**src/design/svpwm_pkg.sv**
```systemverilog
// shared constants and helpers for the svpwm duty pipeline
package svpwm_pkg;

  localparam logic [30:0] SinA = 31'd1686629713;
  localparam logic [30:0] SinB = 31'd688904866;
  localparam logic [30:0] SinC = 31'd76016977;
  localparam logic [31:0] Q30One = 32'sd1073741824;
  localparam logic [31:0] Q30Half = 32'sd536870912;
  localparam logic [31:0] Q30HalfSqrt3 = 32'sd929887697;

  // sector lookup from the above, steep and right tests
  function automatic logic [2:0] sector_of_code(input logic [2:0] code);
    logic [2:0] n;
    unique case (code)
      3'd0: n = 3'd4;
      3'd1: n = 3'd6;
      3'd2: n = 3'd5;
      3'd3: n = 3'd5;
      3'd4: n = 3'd3;
      3'd5: n = 3'd1;
      3'd6: n = 3'd2;
      default: n = 3'd2;
    endcase
    return n;
  endfunction

  // switching pattern of sector vector k (1..6), bits u v w
  function automatic logic [2:0] switch_pattern(input logic [2:0] k);
    logic [2:0] p;
    unique case (k)
      3'd1: p = 3'b100;
      3'd2: p = 3'b110;
      3'd3: p = 3'b010;
      3'd4: p = 3'b011;
      3'd5: p = 3'b001;
      default: p = 3'b101;
    endcase
    return p;
  endfunction

  // sin of k*60 degrees, Q30
  function automatic logic signed [31:0] sin_sixty(input logic [2:0] k);
    logic signed [31:0] v;
    case (k)
      3'd1, 3'd2: v = Q30HalfSqrt3;
      3'd4, 3'd5: v = -Q30HalfSqrt3;
      default: v = '0;
    endcase
    return v;
  endfunction

  // cos of k*60 degrees, Q30
  function automatic logic signed [31:0] cos_sixty(input logic [2:0] k);
    logic signed [31:0] v;
    case (k)
      3'd1, 3'd5: v = Q30Half;
      3'd2, 3'd4: v = -Q30Half;
      3'd3: v = -Q30One;
      default: v = Q30One;
    endcase
    return v;
  endfunction

endpackage

```
**src/design/svpwm_sine.sv**
```systemverilog
// pipelined quintic sine of a 16-bit angle, four register stages
module svpwm_sine import svpwm_pkg::*; #(
  parameter int DATA_BITS = 16
) (
  input  logic                        clk_i,
  input  logic [15:0]                 angle_i,
  output logic signed [DATA_BITS+1:0] sine_o
);

  logic [14:0] x;
  logic [14:0] x_q;
  logic [1:0]  sgn_q;
  logic [15:0] x2_q;
  logic [3:0]  sgn_q2;
  logic [30:0] t1_q;
  logic [15:0] x2_q3;
  logic [14:0] x_q3;
  logic [5:0]  sgn_q3;
  logic [30:0] t2_q;
  logic [14:0] x_q4;
  logic [30:0] s;
  logic [DATA_BITS:0] sf;
  logic        neg_q4;
  logic [45:0] p1;
  logic [46:0] p2;
  logic [45:0] p3;
  logic [30:0] t2_d;

  assign x = angle_i[14] ? 15'(15'd16384 - {1'b0, angle_i[13:0]}) : {1'b0, angle_i[13:0]};

  // stage 1: fold, square
  always_ff @(posedge clk_i) begin
    x_q  <= x;
    sgn_q <= {1'b0, angle_i[15]};
    x2_q <= 16'(({15'd0, x} * {15'd0, x}) >> 14);
  end

  assign p1 = 46'(SinC) * 46'(x2_q);

  // stage 2: b - c*x2
  always_ff @(posedge clk_i) begin
    t1_q   <= 31'(SinB - 31'(p1 >> 14));
    x2_q3  <= x2_q;
    x_q3   <= x_q;
    sgn_q2 <= {2'b0, sgn_q};
  end

  assign p2 = 47'(t1_q) * 47'(x2_q3);
  assign t2_d = 31'(SinA - 31'(p2 >> 14));

  // stage 3: a - t*x2
  always_ff @(posedge clk_i) begin
    t2_q   <= t2_d;
    x_q4   <= x_q3;
    sgn_q3 <= {2'b0, sgn_q2};
  end

  assign p3 = 46'(t2_q) * 46'(x_q4);
  assign s  = 31'(p3 >> 14);
  assign sf = (DATA_BITS + 1)'((s + (31'd1 << (29 - DATA_BITS))) >> (30 - DATA_BITS));

  // stage 4: multiply by x, round, sign
  always_ff @(posedge clk_i) begin
    neg_q4 <= sgn_q3[0];
    sine_o <= sgn_q3[0] ? -$signed({1'b0, sf}) : $signed({1'b0, sf});
  end

  logic unused;
  assign unused = ^{neg_q4, sgn_q3[5:1]};

endmodule

```
**config.mk**
```make
export PLATFORM = sky130hd
export DESIGN_NAME = svpwm_sine
export DESIGN_NICKNAME = d
export VERILOG_FILES = /design/src/design/svpwm_pkg.sv /design/src/design/svpwm_sine.sv
export SDC_FILE = /design/constraint.sdc
export NUM_CORES = 2
export LEC_CHECK = 0
export BUFFER_PORTS_ARGS = -buffer_cell sky130_fd_sc_hd__clkbuf_2
export CAP_MARGIN = 5
export CORE_MARGIN = 10
export CORE_UTILIZATION = 30
export CTS_BUF_LIST = sky130_fd_sc_hd__clkbuf_4 sky130_fd_sc_hd__clkbuf_8 sky130_fd_sc_hd__clkbuf_16
export CTS_CLUSTER_SIZE = 20
export DETAILED_ROUTE_END_ITERATION = 7
export PLACE_DENSITY = 0.41
export SYNTH_ARGS = -nofsm -noshare
export SYNTH_HDL_FRONTEND = slang
export SYNTH_SLANG_ARGS = --single-unit
```
**constraint.sdc**
```tcl
create_clock -name clk_i -period 9.01 [get_ports clk_i]
set_clock_uncertainty 0.1 [all_clocks]
set_input_delay 0 -clock clk_i [delete_from_list [all_inputs] [get_ports clk_i]]
set_output_delay 0 -clock clk_i [all_outputs]
set_load 0.03 [all_outputs]
```
**Word-level counts from Yosys, hierarchy flattened**

Cells that the tools add are included.
W data, S select, Z words.

- Bits in registers: 160
- Latch bits: 0
- RAM bits: 0
- Memory bits (read-only): 0
- Input port bits: 17
- Output and inout port bits: 18
- Logic and storage cells: 23
- Memories kept: 0

- Add/subtract/negate cells: 5
- Multipliers: 4
- Div/mod/pow operators: 0
- $lt $le $gt $ge: 0
- Equality and inequality tests: 0
- Shift operators: 0
- Multiplexer cells: 2
- Bitwise operators: 0
- Reduce and logical (&&, ||, !) cells: 0

Operator list:

| cell | count |
|---|---|
| $mul A31 B15 Y45 | 1 |
| $mul A31 B16 Y45 | 1 |
| $mul A27 B16 Y43 const A | 1 |
| $add A31 B14 Y31 const B | 1 |
| $sub A30 B29 Y31 const A | 1 |
| $sub A31 B31 Y31 const A | 1 |
| $mul A15 B15 Y30 | 1 |
| $neg A17 Y18 | 1 |
| $mux W17 | 1 |
| $mux W15 | 1 |
| $sub A15 B14 Y15 const A | 1 |

**Logic depth before layout (Yosys ltp)**

- Word-level depth: 4
- Mapped depth: 34
- Mapped depth without buffers: 33

**Least setup slack after synthesis**

Ideal clock, no wire load.

- Path kind: register -> register
- Start point: register x_q4[0]
- End point: register sine_o[17]
- Library setup time: 0.125 ns
- Arrival time: 7.514 ns
- Required time: 8.785 ns
- Path slack: 1.271 ns
- Cell stages (with the launch flop): 32
- Buffers on the path: 4
- Clock period less this slack: 7.739 ns
- Cells stage by stage: dfxtp_1 clkbuf_1 clkbuf_1 and2_1 fa_1 inv_1 fa_1 inv_1 fa_1 fa_1 fa_1 inv_1 fa_1 inv_1 ha_1 nand4_1 nor3_2 nand2_1 o41ai_4 nor2_2 xnor2_2 ha_1 inv_1 nor4bb_1 buf_2 and2_1 clkbuf_1 nand2_1 nor2_1 xnor2_1 or3b_4 o41a_1

- Longest elaborated chain between the ends: 3

Ends and longest elaborated chain:

| element | RTL line | text |
|---|---|---|
| start, declared | svpwm_sine.sv:20 | `logic [14:0] x_q4;` |
| start signal, assigned | svpwm_sine.sv:54 | `x_q4 <= x_q3;` |
| $mul A31 B15 Y45 | svpwm_sine.sv:58 | `assign p3 = 46'(t2_q) * 46'(x_q4);` |
| $add A31 B14 Y31 | svpwm_sine.sv:60 | `assign sf = (DATA_BITS + 1)'((s + (31'd1 << (29 - DATA_BITS))) >> (30 - DATA_BITS));` |
| $neg A17 Y18 | svpwm_sine.sv:65 | `sine_o <= sgn_q3[0] ? -$signed({1'b0, sf}) : $signed({1'b0, sf});` |
| end signal, assigned | svpwm_sine.sv:65 |  |
| end, declared | svpwm_sine.sv:7 | `output logic signed [DATA_BITS+1:0] sine_o` |

No other way between the ends.
A chain may end at the register's enable or synchronous reset.

**Final worst setup path**

- Start point: register x2_q3[5]
- End point: register t2_q[29]

- Longest elaborated chain between the ends: 2

Ends and longest elaborated chain:

| element | RTL line | text |
|---|---|---|
| start, declared | svpwm_sine.sv:16 | `logic [15:0] x2_q3;` |
| start signal, assigned | svpwm_sine.sv:43 | `x2_q3 <= x2_q;` |
| $mul A31 B16 Y45 | svpwm_sine.sv:48 | `assign p2 = 47'(t1_q) * 47'(x2_q3);` |
| $sub A31 B31 Y31 | svpwm_sine.sv:49 | `assign t2_d = 31'(SinA - 31'(p2 >> 14));` |
| named net t2_d[29] | svpwm_sine.sv:27 | `logic [30:0] t2_d;` |
| end signal, assigned | svpwm_sine.sv:53 | `t2_q <= t2_d;` |
| end, declared | svpwm_sine.sv:19 | `logic [30:0] t2_q;` |

The timed path passes the listed nets, and every way through them passes these cells.

==> qor.yml <==
floorplan:
  die_h_um: 412
  rows: 143
  die_w_um: 412
  core_area_um2: 152000
  io_pins: 35
  dieArea_um2: 170000
  initial_core_util: 0.302
critical_path:
  setup.worst_path.start_class: "flop"
  crit_fanout: 23
  required_ns: 9.32
  crit_slowest_cell: "dfxtp_1"
  crit_path_end_kind: "flop"
  cp_slowest_stage_delay_ns: 0.54
  cp.arrival_ns: 8.62
  crit_type: "flop to flop"
detailed_routing:
  wirelength_um: 126000
  num_vias: 32104
  drt-wirelength-per-cell_um: 17.7
  drt_iter0_markers: 1369
  firstDrtPassIters: 5
  drc: 0
  ant_nets: 0
  via_per_inst: 4.51
place:
  port_buffers: 34
  gp_congestion: 0.788
  dp_hpwl_um: 107000
  placed_area_um2: 49300
clock_network:
  cts.clk_slew.worst_paths_ns: 0.09
  root_buffer: "clkbuf_16"
  cts_tree: "yes"
  h-tree-depth: 4
  cts_inserted_buffers: 17
  clock-sinks: 159
  cts_buffer_depth: 2
  insertion_delay_ns: 0.53
sta:
  setup_violations: 0
  hold_viol: 0
  slew-limit-headroom: 0.413
  rsz0062_at_grt: "no"
  slew_viol_final: 0
  fin_crit_ns: 8.31
  tns_ns: 0
  fmax_mhz: 120
  worst_pin_slew_ns: 0.880
  fin_crit_sh: 0.922
  fin_hold_ws_ns: 0.0452
global_route:
  antenna_found_initial: 2
  grt_pass1_vias: 35970
  grt_max_degree: 32
  grt_pass1_wl_um: 206000
  grt_use_total: 0.154
  grt-ovfl-total: 0
layout:
  finish.instance_area_um2: 50200
  drive_above_1_share: 0.0594
  syn_to_final_growth_pct: 8.91
  nets: 6574
synthesis:
  syn_area_um2: 46100
  synth_edf_count: 0
  syn_inst: 5012
  synth.top_cell.area_share: 0.448
  synth_ff_type: "dfxtp_1"
  synth.most_common_cell: "inv_1"
  synth-seq-cells: 159
  synth_top_area_cell: "fa_1"
  seq_area_frac_synth: 0.0691
  synth_cell_types: 107
  synth_commonest_cells: "inv_1, fa_1, nand2_1"
  syn_avg_cell_area_um2: 9.19
  synth_warnings: 0
  yosys-top-cells-area: "fa_1, ha_1, inv_1"
  async_reset_ff_frac: 0
run:
  maxCapViolations: 0
hold_path:
  hp-class: "input port to flop"
run_status:
  status: "complete, no violations"
-- through the flow --
| step | std cells | setup WS (ns) | util |
|---|---|---|---|
| final | 7118 | 0.704 | 0.329 |
| after global routing | 7113 | 0.0625 | 0.329 |
| after CTS | 7109 | 0.569 | 0.329 |
| after detailed placement | 7061 | 0.608 | 0.324 |
| after global placement | 7061 | 0.702 | 0.324 |
| after floorplan | 5020 | 1.27 | - |
-- what timing repair did --
item / in CTS / in global routing
setup endpoints to repair: 0 / 1
setup buffers: 0 / 4
hold endpoints to repair: 13 / 0
hold buffers: 16 / 0
resized for setup: 0 / 2
-- cells in the final DEF, fill, tap and decap left out, types with 7 or more instances in the layout --
master,netlist,layout
inv_1,1147,1146
fa_1,1030,1030
nand2_1,694,694
ha_1,457,457
and2_1,393,393
buf_4,1,164
dfxtp_1,159,153
nor2_1,147,147
xnor2_1,110,109
a21oi_1,86,86
xor2_1,74,74
o21ai_0,61,61
nand3_1,44,44
clkbuf_2,0,34
nor3_1,32,32
a21o_1,31,31
and3_1,24,24
nand4_1,23,23
a31oi_1,21,21
o21a_1,20,20
nand2b_1,18,18
clkbuf_16,0,17
a211oi_1,16,16
dlygate4sd3_1,0,16
o211ai_1,14,14
o31ai_1,13,13
or2_2,12,12
nor2b_1,11,11
conb_1,2,10
or3_1,9,9
o21bai_1,9,9
mux2i_1,8,8
o2111ai_1,7,7
-- flip-flops by register name, indices dropped and copies added (netlist names), 15 cells and up --
signal	cells
x2_q	16
t2_q	31
t1_q	30
x2_q3	16
x_q	15
x_q4	15
sine_o	18
x_q3	15
-- critical path: cells and delay by family, from the launching register on --
family | cells | cell delay, ns
flops | 1 | 0.54
fa+ha+maj | 8 | 3.66
compound gates | 8 | 1.95
simple gates | 4 | 0.63
xor+xnor | 3 | 0.46
buf+inv | 8 | 0.86
-- metal layers --
metal / track usage / wire length (µm) / up-vias
li1: - / - / 15177
met1: 0.213 / 60100 / 16429
met2: 0.260 / 60400 / 398
met3: 0.0155 / 3440 / 100
met4: 0.0327 / 2250 / 0
met5: 0 / 0 / -
-- final timing paths --
path                            slack, ns         from  cells past startpoint   endpoint
worst max-delay path                 0.70     x2_q3[5]                     31   t2_q[29]
worst min-delay path                 0.05  angle_i[12]                      5    x_q[14]
worst max register to register       0.70     x2_q3[5]                     31   t2_q[29]
worst min register to register       0.22     sgn_q[0]                      0  sgn_q2[0]
-- area by class of cell --
| type | count | area, µm² |
|---|---|---|
| Antenna cell | 5 | 12.5 |
| Clock buffer | 17 | 425 |
| Clock inverter | 15 | 194 |
| Fill cell | 16068 | 102000 |
| Inverter | 1152 | 4330 |
| Multi-Input combinational cell | 3525 | 37900 |
| Sequential cell | 159 | 3190 |
| Tap cell | 2030 | 2540 |
| Timing Repair Buffer | 215 | 1580 |
-- kinds of logic (layout without fill, tap and decap cells) --
group	after synthesis	after routing	share of synthesized area
other	2	15	0.000163
xor gates and xnor gates	188	188	0.0364
DFF	159	159	0.0691
muxes	12	12	0.00272
adders and majority gates	1487	1487	0.572
buffers and inverters	1336	1399	0.109
AOI/OAI and AO/OA	371	371	0.0574
and+or+nand+nor	1457	1457	0.153
Power is left out: the tool's default activity adds up to more than one toggle a clock period on the data nets, which glitch-free logic cannot reach.
