$ cat config.mk
export PLATFORM = sky130hd
export DESIGN_NAME = svpwm_duty
export DESIGN_NICKNAME = d
export VERILOG_FILES = /design/src/design/svpwm_pkg.sv /design/src/design/svpwm_duty.sv
export SDC_FILE = /design/constraint.sdc
export NUM_CORES = 2
export LEC_CHECK = 0
export BUFFER_PORTS_ARGS = -buffer_cell sky130_fd_sc_hd__clkbuf_2
export CAP_MARGIN = 20
export CELL_PAD_IN_SITES_DETAIL_PLACEMENT = 0
export CELL_PAD_IN_SITES_GLOBAL_PLACEMENT = 1
export CORE_MARGIN = 2
export CORE_UTILIZATION = 50
export CTS_BUF_LIST = sky130_fd_sc_hd__clkbuf_4
export DETAILED_ROUTE_END_ITERATION = 10
export HOLD_SLACK_MARGIN = 0.03
export PLACE_DENSITY_LB_ADDON = 0.1
export SYNTH_ARGS = -nofsm -noshare
export SYNTH_HDL_FRONTEND = slang
export SYNTH_SLANG_ARGS = --single-unit
export TNS_END_PERCENT = 100
$ cat constraint.sdc
create_clock -name clk_i -period 10.6 [get_ports clk_i]
set_input_delay 1.06 -clock clk_i [delete_from_list [all_inputs] [get_ports clk_i]]
set_output_delay 1.06 -clock clk_i [all_outputs]
set_load 0.1 [all_outputs]
$ cat src/design/svpwm_pkg.sv
// shared constants and helpers for the svpwm duty pipeline
package svpwm_pkg;

  localparam logic [30:0] SinA = 31'd1686629713;
  localparam logic [30:0] SinB = 31'd688904866;
  localparam logic [30:0] SinC = 31'd76016977;
  localparam logic [31:0] Q30One = 32'sd1073741824;
  localparam logic [31:0] Q30Half = 32'sd536870912;
  localparam logic [31:0] Q30HalfSqrt3 = 32'sd929887697;

  // sector lookup from the above, steep and right tests
  function automatic logic [2:0] sector_of_code(input logic [2:0] code);
    logic [2:0] n;
    unique case (code)
      3'd0: n = 3'd4;
      3'd1: n = 3'd6;
      3'd2: n = 3'd5;
      3'd3: n = 3'd5;
      3'd4: n = 3'd3;
      3'd5: n = 3'd1;
      3'd6: n = 3'd2;
      default: n = 3'd2;
    endcase
    return n;
  endfunction

  // switching pattern of sector vector k (1..6), bits u v w
  function automatic logic [2:0] switch_pattern(input logic [2:0] k);
    logic [2:0] p;
    unique case (k)
      3'd1: p = 3'b100;
      3'd2: p = 3'b110;
      3'd3: p = 3'b010;
      3'd4: p = 3'b011;
      3'd5: p = 3'b001;
      default: p = 3'b101;
    endcase
    return p;
  endfunction

  // sin of k*60 degrees, Q30
  function automatic logic signed [31:0] sin_sixty(input logic [2:0] k);
    logic signed [31:0] v;
    case (k)
      3'd1, 3'd2: v = Q30HalfSqrt3;
      3'd4, 3'd5: v = -Q30HalfSqrt3;
      default: v = '0;
    endcase
    return v;
  endfunction

  // cos of k*60 degrees, Q30
  function automatic logic signed [31:0] cos_sixty(input logic [2:0] k);
    logic signed [31:0] v;
    case (k)
      3'd1, 3'd5: v = Q30Half;
      3'd2, 3'd4: v = -Q30Half;
      3'd3: v = -Q30One;
      default: v = Q30One;
    endcase
    return v;
  endfunction

endpackage

$ cat src/design/svpwm_duty.sv
// active-vector times and phase duties, two register stages
module svpwm_duty import svpwm_pkg::*; #(
  parameter int DATA_BITS = 16
) (
  input  logic                        clk_i,
  input  logic signed [DATA_BITS+1:0] alpha_i,
  input  logic signed [DATA_BITS+1:0] beta_i,
  input  logic [2:0]                  sector_i,
  output logic [15:0]                 duty_u_o,
  output logic [15:0]                 duty_v_o,
  output logic [15:0]                 duty_w_o,
  output logic [2:0]                  sector_o
);

  localparam int TW = DATA_BITS + 36;
  localparam int SH = DATA_BITS + 15;

  logic signed [TW-1:0] am_q, bm_q, an_q, bn_q;
  logic signed [TW-1:0] tm, tn;
  logic [2:0] sec_q, pm, pn, prev, nxt;
  logic [15:0] duty [3];

  assign prev = sector_i - 3'd1;
  assign nxt  = (sector_i == 3'd6) ? 3'd1 : sector_i + 3'd1;

  always_ff @(posedge clk_i) begin
    am_q  <= TW'(alpha_i) * TW'(sin_sixty(sector_i));
    bm_q  <= TW'(beta_i) * TW'(cos_sixty(sector_i));
    an_q  <= TW'(alpha_i) * TW'(sin_sixty(prev));
    bn_q  <= TW'(beta_i) * TW'(cos_sixty(prev));
    sec_q <= sector_i;
    pm    <= switch_pattern(sector_i);
    pn    <= switch_pattern(nxt);
  end

  assign tm = am_q - bm_q;
  assign tn = bn_q - an_q;

  always_comb begin
    logic signed [TW+1:0] acc;
    logic signed [TW+1:0] r;
    for (int p = 0; p < 3; p++) begin
      acc = (TW+2)'(1) <<< (DATA_BITS + 30);
      acc = pm[2-p] ? acc + (TW+2)'(tm) : acc - (TW+2)'(tm);
      acc = pn[2-p] ? acc + (TW+2)'(tn) : acc - (TW+2)'(tn);
      r = (acc + ((TW+2)'(1) <<< (SH - 1))) >>> SH;
      if (r < 0) duty[p] = 16'd0;
      else if (r > 65535) duty[p] = 16'hFFFF;
      else duty[p] = 16'(r);
    end
  end

  always_ff @(posedge clk_i) begin
    duty_u_o <= duty[0];
    duty_v_o <= duty[1];
    duty_w_o <= duty[2];
    sector_o <= sec_q;
  end

endmodule

* After elaboration in Yosys (flattened, before gate mapping)
Cells that the tools add are included.
Word-level totals: register bits after elaboration 260, output and inout bits 51
Cells by class: add/sub/neg operators 15, multipliers 4, order comparisons 6, eq/ne operators 16, muxes and demuxes 16, reductions and logical operators 8
Operators with widths (count):
- $mux 54 | 6
- $mul 18x32->50 | 4
- $pmux 32 s3 | 2
- $add 54x32->54 const B | 3
- $add 54x51->54 | 3
- $sub 54x51->54 | 3
- $pmux 32 s2 | 2
- $sub 50x50->51 | 2
- $gt 23x17->1 const B | 3
- $lt 23x1->1 const B | 3
- $add 48x51->52 const A | 1
- $sub 48x51->52 const A | 1
- $mux 16 | 3
- $pmux 3 s5 | 2
- $eq 3x3->1 const B | 7
- $eq 3x2->1 const B | 6
- $reduce_or 2->1 | 8
- $eq 3x1->1 const B | 3
- $add 3x1->3 const B | 1
- $mux 3 | 1
- $sub 3x1->3 const B | 1

* Depth between registers and ports, before layout
word-level depth 8, gate-level depth with buffers 34

* Worst setup path after synthesis
OpenSTA, ideal clock, no wires.
path type input to register, from input port sector_i[0], to register am_q[48], setup time 0.072 ns, arrival 8.496 ns, setup slack 2.032 ns, cell stages on the path 29, buffers on the path 2, cell sequence clkbuf_1 nand2_1 a21oi_1 clkbuf_1 nand2_1 fa_1 inv_1 fa_1 ha_1 ha_1 ha_1 inv_1 fa_1 inv_1 ha_1 a21o_1 a21o_1 a2111oi_0 o2111ai_1 a221oi_1 o21ai_0 a2111oi_0 or2_2 nor2b_1 o21ai_0 a41oi_1 o21ai_0 a311oi_1 xnor2_1
On the way: word-level cells in the longest chain between the ends 4, elaborated cells on any way between the ends 8
RTL lines:
- from (decl) | RTL line svpwm_duty.sv:8 | input logic [2:0] sector_i,
- $eq 3x3->1 (tied with other cells) | RTL line svpwm_pkg.sv:44 | case (k)
- $reduce_or 2->1 | RTL line svpwm_pkg.sv:44
- $pmux 32 s2 * | RTL line svpwm_pkg.sv:44
- $mul 18x32->50 * | RTL line svpwm_duty.sv:27 | am_q <= TW'(alpha_i) * TW'(sin_sixty(sector_i));
- to (signal assigned) | RTL line svpwm_duty.sv:27
- to (decl) | RTL line svpwm_duty.sv:18 | logic signed [TW-1:0] am_q, bm_q, an_q, bn_q;
Every way passes the cells marked *; elsewhere a longest branch is shown, timed or not. A chain may end at the register's enable or synchronous reset.

* Final worst setup path
from register an_q[0], to register duty_u_o[15]
On the way: word-level cells in the longest chain between the ends 6, elaborated cells on any way between the ends 8
RTL lines:
- from (decl) | RTL line svpwm_duty.sv:18
- from (signal assigned) | RTL line svpwm_duty.sv:29 | an_q <= TW'(alpha_i) * TW'(sin_sixty(prev));
- $sub 50x50->51 * | RTL line svpwm_duty.sv:37 | assign tn = bn_q - an_q;
- $sub 54x51->54 / $add 54x51->54 (equally long branches) | RTL line svpwm_duty.sv:45 | acc = pn[2-p] ? acc + (TW+2)'(tn) : acc - (TW+2)'(tn);
- $mux 54 * | RTL line svpwm_duty.sv:45
- $add 54x32->54 * | RTL line svpwm_duty.sv:46 | r = (acc + ((TW+2)'(1) <<< (SH - 1))) >>> SH;
- $gt 23x17->1 | RTL line svpwm_duty.sv:48 | else if (r > 65535) duty[p] = 16'hFFFF;
- $mux 16 | RTL line svpwm_duty.sv:48
- to (signal assigned) | RTL line svpwm_duty.sv:54 | duty_u_o <= duty[0];
- to (decl) | RTL line svpwm_duty.sv:9 | output logic [15:0] duty_u_o,
Marked as above.

==> flow_metrics.env <==
export IMPL_drive_above_1_share_pct=5.18
export IMPL_rsz0062_at_grt="no"
export IMPL_clock_sink_count=202
export IMPL_min_path_type="reg -> reg"
export IMPL_routedWlPerCell_um=22.2
export IMPL_setup_ws_ns=0.749
export IMPL_fin_nets=8013
export IMPL_synth_main_ff_cell="dfxtp_1"
export IMPL_track_usage_pct=30.8
export IMPL_synth_xor_area_share_pct=9.11
export IMPL_pre_cts_ws_ns=-0.350
export IMPL_fin_cells=7916
export IMPL_maxSlewViolCount=0
export IMPL_dp_cells=7806
export IMPL_dp_hpwl_um=156000
export IMPL_synth_top_family_by_area="adder cells"
export IMPL_drtIter0Drc=3044
export IMPL_max_freq_mhz=102
export IMPL_cts_tree="yes"
export IMPL_die_h_um=341
export IMPL_gr_total_overflow=0
export IMPL_synth_warnings=0
export IMPL_endpoint_kind="flip-flop"
export IMPL_hold_violations=0
export IMPL_ioPinCount=91
export IMPL_synth_compound_area_share_pct=11.5
export IMPL_rows=123
export IMPL_die_x_um=341
export IMPL_slowest_stage="a2111oi_0"
export IMPL_min_period_ns=9.85
export IMPL_clk_latency_ns=0.92
export IMPL_synthMuxAreaShare_pct=0.581
export IMPL_yosys_area_share_simple_pct=14.4
export IMPL_synth_edf_count=0
export IMPL_max_slew_margin_pct=21.0
export IMPL_holdBufCountCts=0
export IMPL_antenna_found_initial=6
export IMPL_cp_arrival_ns=10.62
export IMPL_finClkSkew_ns=0.143
export IMPL_dr_pass1_iters=6
export IMPL_synth_area_per_cell_um2=8.98
export IMPL_grt_max_degree=55
export IMPL_yosysSeqAreaShare_pct=7.14
export IMPL_grt_pass1_vias=45800
export IMPL_ys_ff_latch=202
export IMPL_synthAdderAreaFrac_pct=48.9
export IMPL_dieArea_um2=116000
export IMPL_cp_required_ns=11.37
export IMPL_post_cts_repair_setup_buffers=0
export IMPL_ant_nets=0
export IMPL_utilization_pct=53.1
export IMPL_clkTransAtPathRegs_ns=0.06
export IMPL_status="finished clean"
export IMPL_route_detailed_drc=0
export IMPL_drt_total_wl_um=176000
export IMPL_port_buffers=90
export IMPL_core_um2=112000
export IMPL_yosysMostFrequentCell="inv_1"
export IMPL_synthTopCellsByCount="1112 x inv_1, 1008 x fa_1, 599 x ha_1"
export IMPL_yosysTopAreaCell="fa_1"
export IMPL_cp_num_buf_inv=1
export IMPL_worstMarginPinSlew_ns=1.18
export IMPL_h_tree_depth=2
export IMPL_path_class="reg -> reg"
export IMPL_netlist_area_leader_share_pct=35.6
export IMPL_cts_made_buffers=58
export IMPL_syn_inst=6302
export IMPL_synth_cell_area_um2=56600
export IMPL_synthTopCellsByArea="fa_1 36%, ha_1 13%, inv_1 7.4%, dfxtp_1 7.1%, xor2_1 5.1%"
export IMPL_drv_cap=0
export IMPL_gp_congestion=0.999
export IMPL_fin_crit_sh_pct=92.9
export IMPL_syn_to_final_growth_pct=5.39
export IMPL_async_flop_share_pct=0
export IMPL_setup_viol=0
export IMPL_initial_core_util_pct=50.4
export IMPL_crit_family="compound AO/OA/AOI/OAI gates"
export IMPL_yosysUniqueCellTypes=98
export IMPL_root_buffer="clkbuf_4"
export IMPL_vias=44000
export IMPL_crit_path_max_incr_delay_ns=0.85
export IMPL_synth_nets=7949
export IMPL_clock_path_buffers=3
export IMPL_cp_max_fo=16
export IMPL_via_per_inst=5.56
export IMPL_start_kind="flip-flop"
export IMPL_grt_pass1_wl_um=273000
==> worst paths after layout <==
| path | startpoint | end | slack [ns] | cells past startpoint |
|---|---|---|---|---|
| worst max-delay path | an_q[0] | duty_u_o[15] | 0.75 | 27 |
| worst min-delay path | sec_q[0] | sector_o[0] | 0.33 | 0 |
| worst max register to register | an_q[0] | duty_u_o[15] | 0.75 | 27 |
| worst min register to register | sec_q[0] | sector_o[0] | 0.33 | 0 |
==> cells in the final DEF (no fill, tap or decap), types with 17 or more instances in the layout <==
cell,netlist,routed
a21oi_1,312,312
and2_1,150,150
dfxtp_1,202,196
fa_1,1008,1008
nand3_1,98,98
nand2_1,293,293
o211ai_1,34,34
or4_1,17,17
nor3_1,88,88
a21o_1,130,130
nand2b_1,53,53
and4_1,20,20
a211oi_1,33,32
nor2_1,504,504
nor4_1,38,38
xor2_1,330,329
buf_4,0,50
clkbuf_4,0,76
nor3b_1,27,26
or2_2,25,25
or3_1,38,38
nor2b_1,64,64
o21ai_0,200,200
inv_1,1112,1112
and3_1,71,71
xnor2_1,255,253
clkinv_1,2,19
ha_1,599,599
o21a_1,48,48
nand4_1,57,57
a31oi_1,39,39
clkbuf_2,0,90
o21bai_1,30,29
a21boi_0,28,28
==> state kept, by name, indices dropped and copies added, names as in the netlist <==
| name | cells |
|---|---|
| bm_q | 21 |
| pm | 3 |
| duty_w_o | 16 |
| pn | 3 |
| an_q | 50 |
| am_q | 50 |
| bn_q | 21 |
| sec_q | 3 |
| duty_u_o | 16 |
| duty_v_o | 16 |
| sector_o | 3 |
==> repair_timing <==
action	4_1_cts	5_1_grt
endpoints found under the setup margin	16	48
pin swaps	0	0
gates resized for setup	3	7
==> final cells by class <==
type                            count  area, um^2
Fill cell                       10700       52700
Multi-Input combinational cell   4850       47900
Inverter                         1114        4180
Sequential cell                   202        4050
Tap cell                         1500        1880
Timing Repair Buffer              140         826
Clock buffer                       76         571
Clock inverter                     30         223
Antenna cell                        4        10.0
==> per-stage QoR <==
stage	TNS (ns)	hold slack, ns	instance area [um^2]
after floorplan	0	0.310	56600
after global placement	-4.60	0.325	58800
after detailed placement	-5.24	0.314	58800
after CTS	0	0.336	59600
after global routing	0	0.339	59700
final	0	0.333	59700
==> cells by family (layout without fill, tap and decap cells) <==
logic type,count (synthesis),in the layout
other,0,4
flip-flops,202,202
adder cells (fa/ha/maj),1607,1607
XOR/XNOR,587,587
multiplexers,31,31
AND/OR/NAND/NOR,1606,1606
buffers and inverters,1250,1360
AO/OA/AOI/OAI,1019,1019
==> layer usage <==
layer / vias to the layer above / wire length (um) / GRT usage [%]
met4: 2 / 5940 / 9.57
li1: 20700 / - / -
met1: 21800 / 76700 / 41.7
met5: - / 11 / 0
met2: 1282 / 84000 / 52.0
met3: 233 / 9170 / 3.45
Power is not shown: default switching activity piles up to over one toggle a cycle in this logic, so the estimate is an artifact.
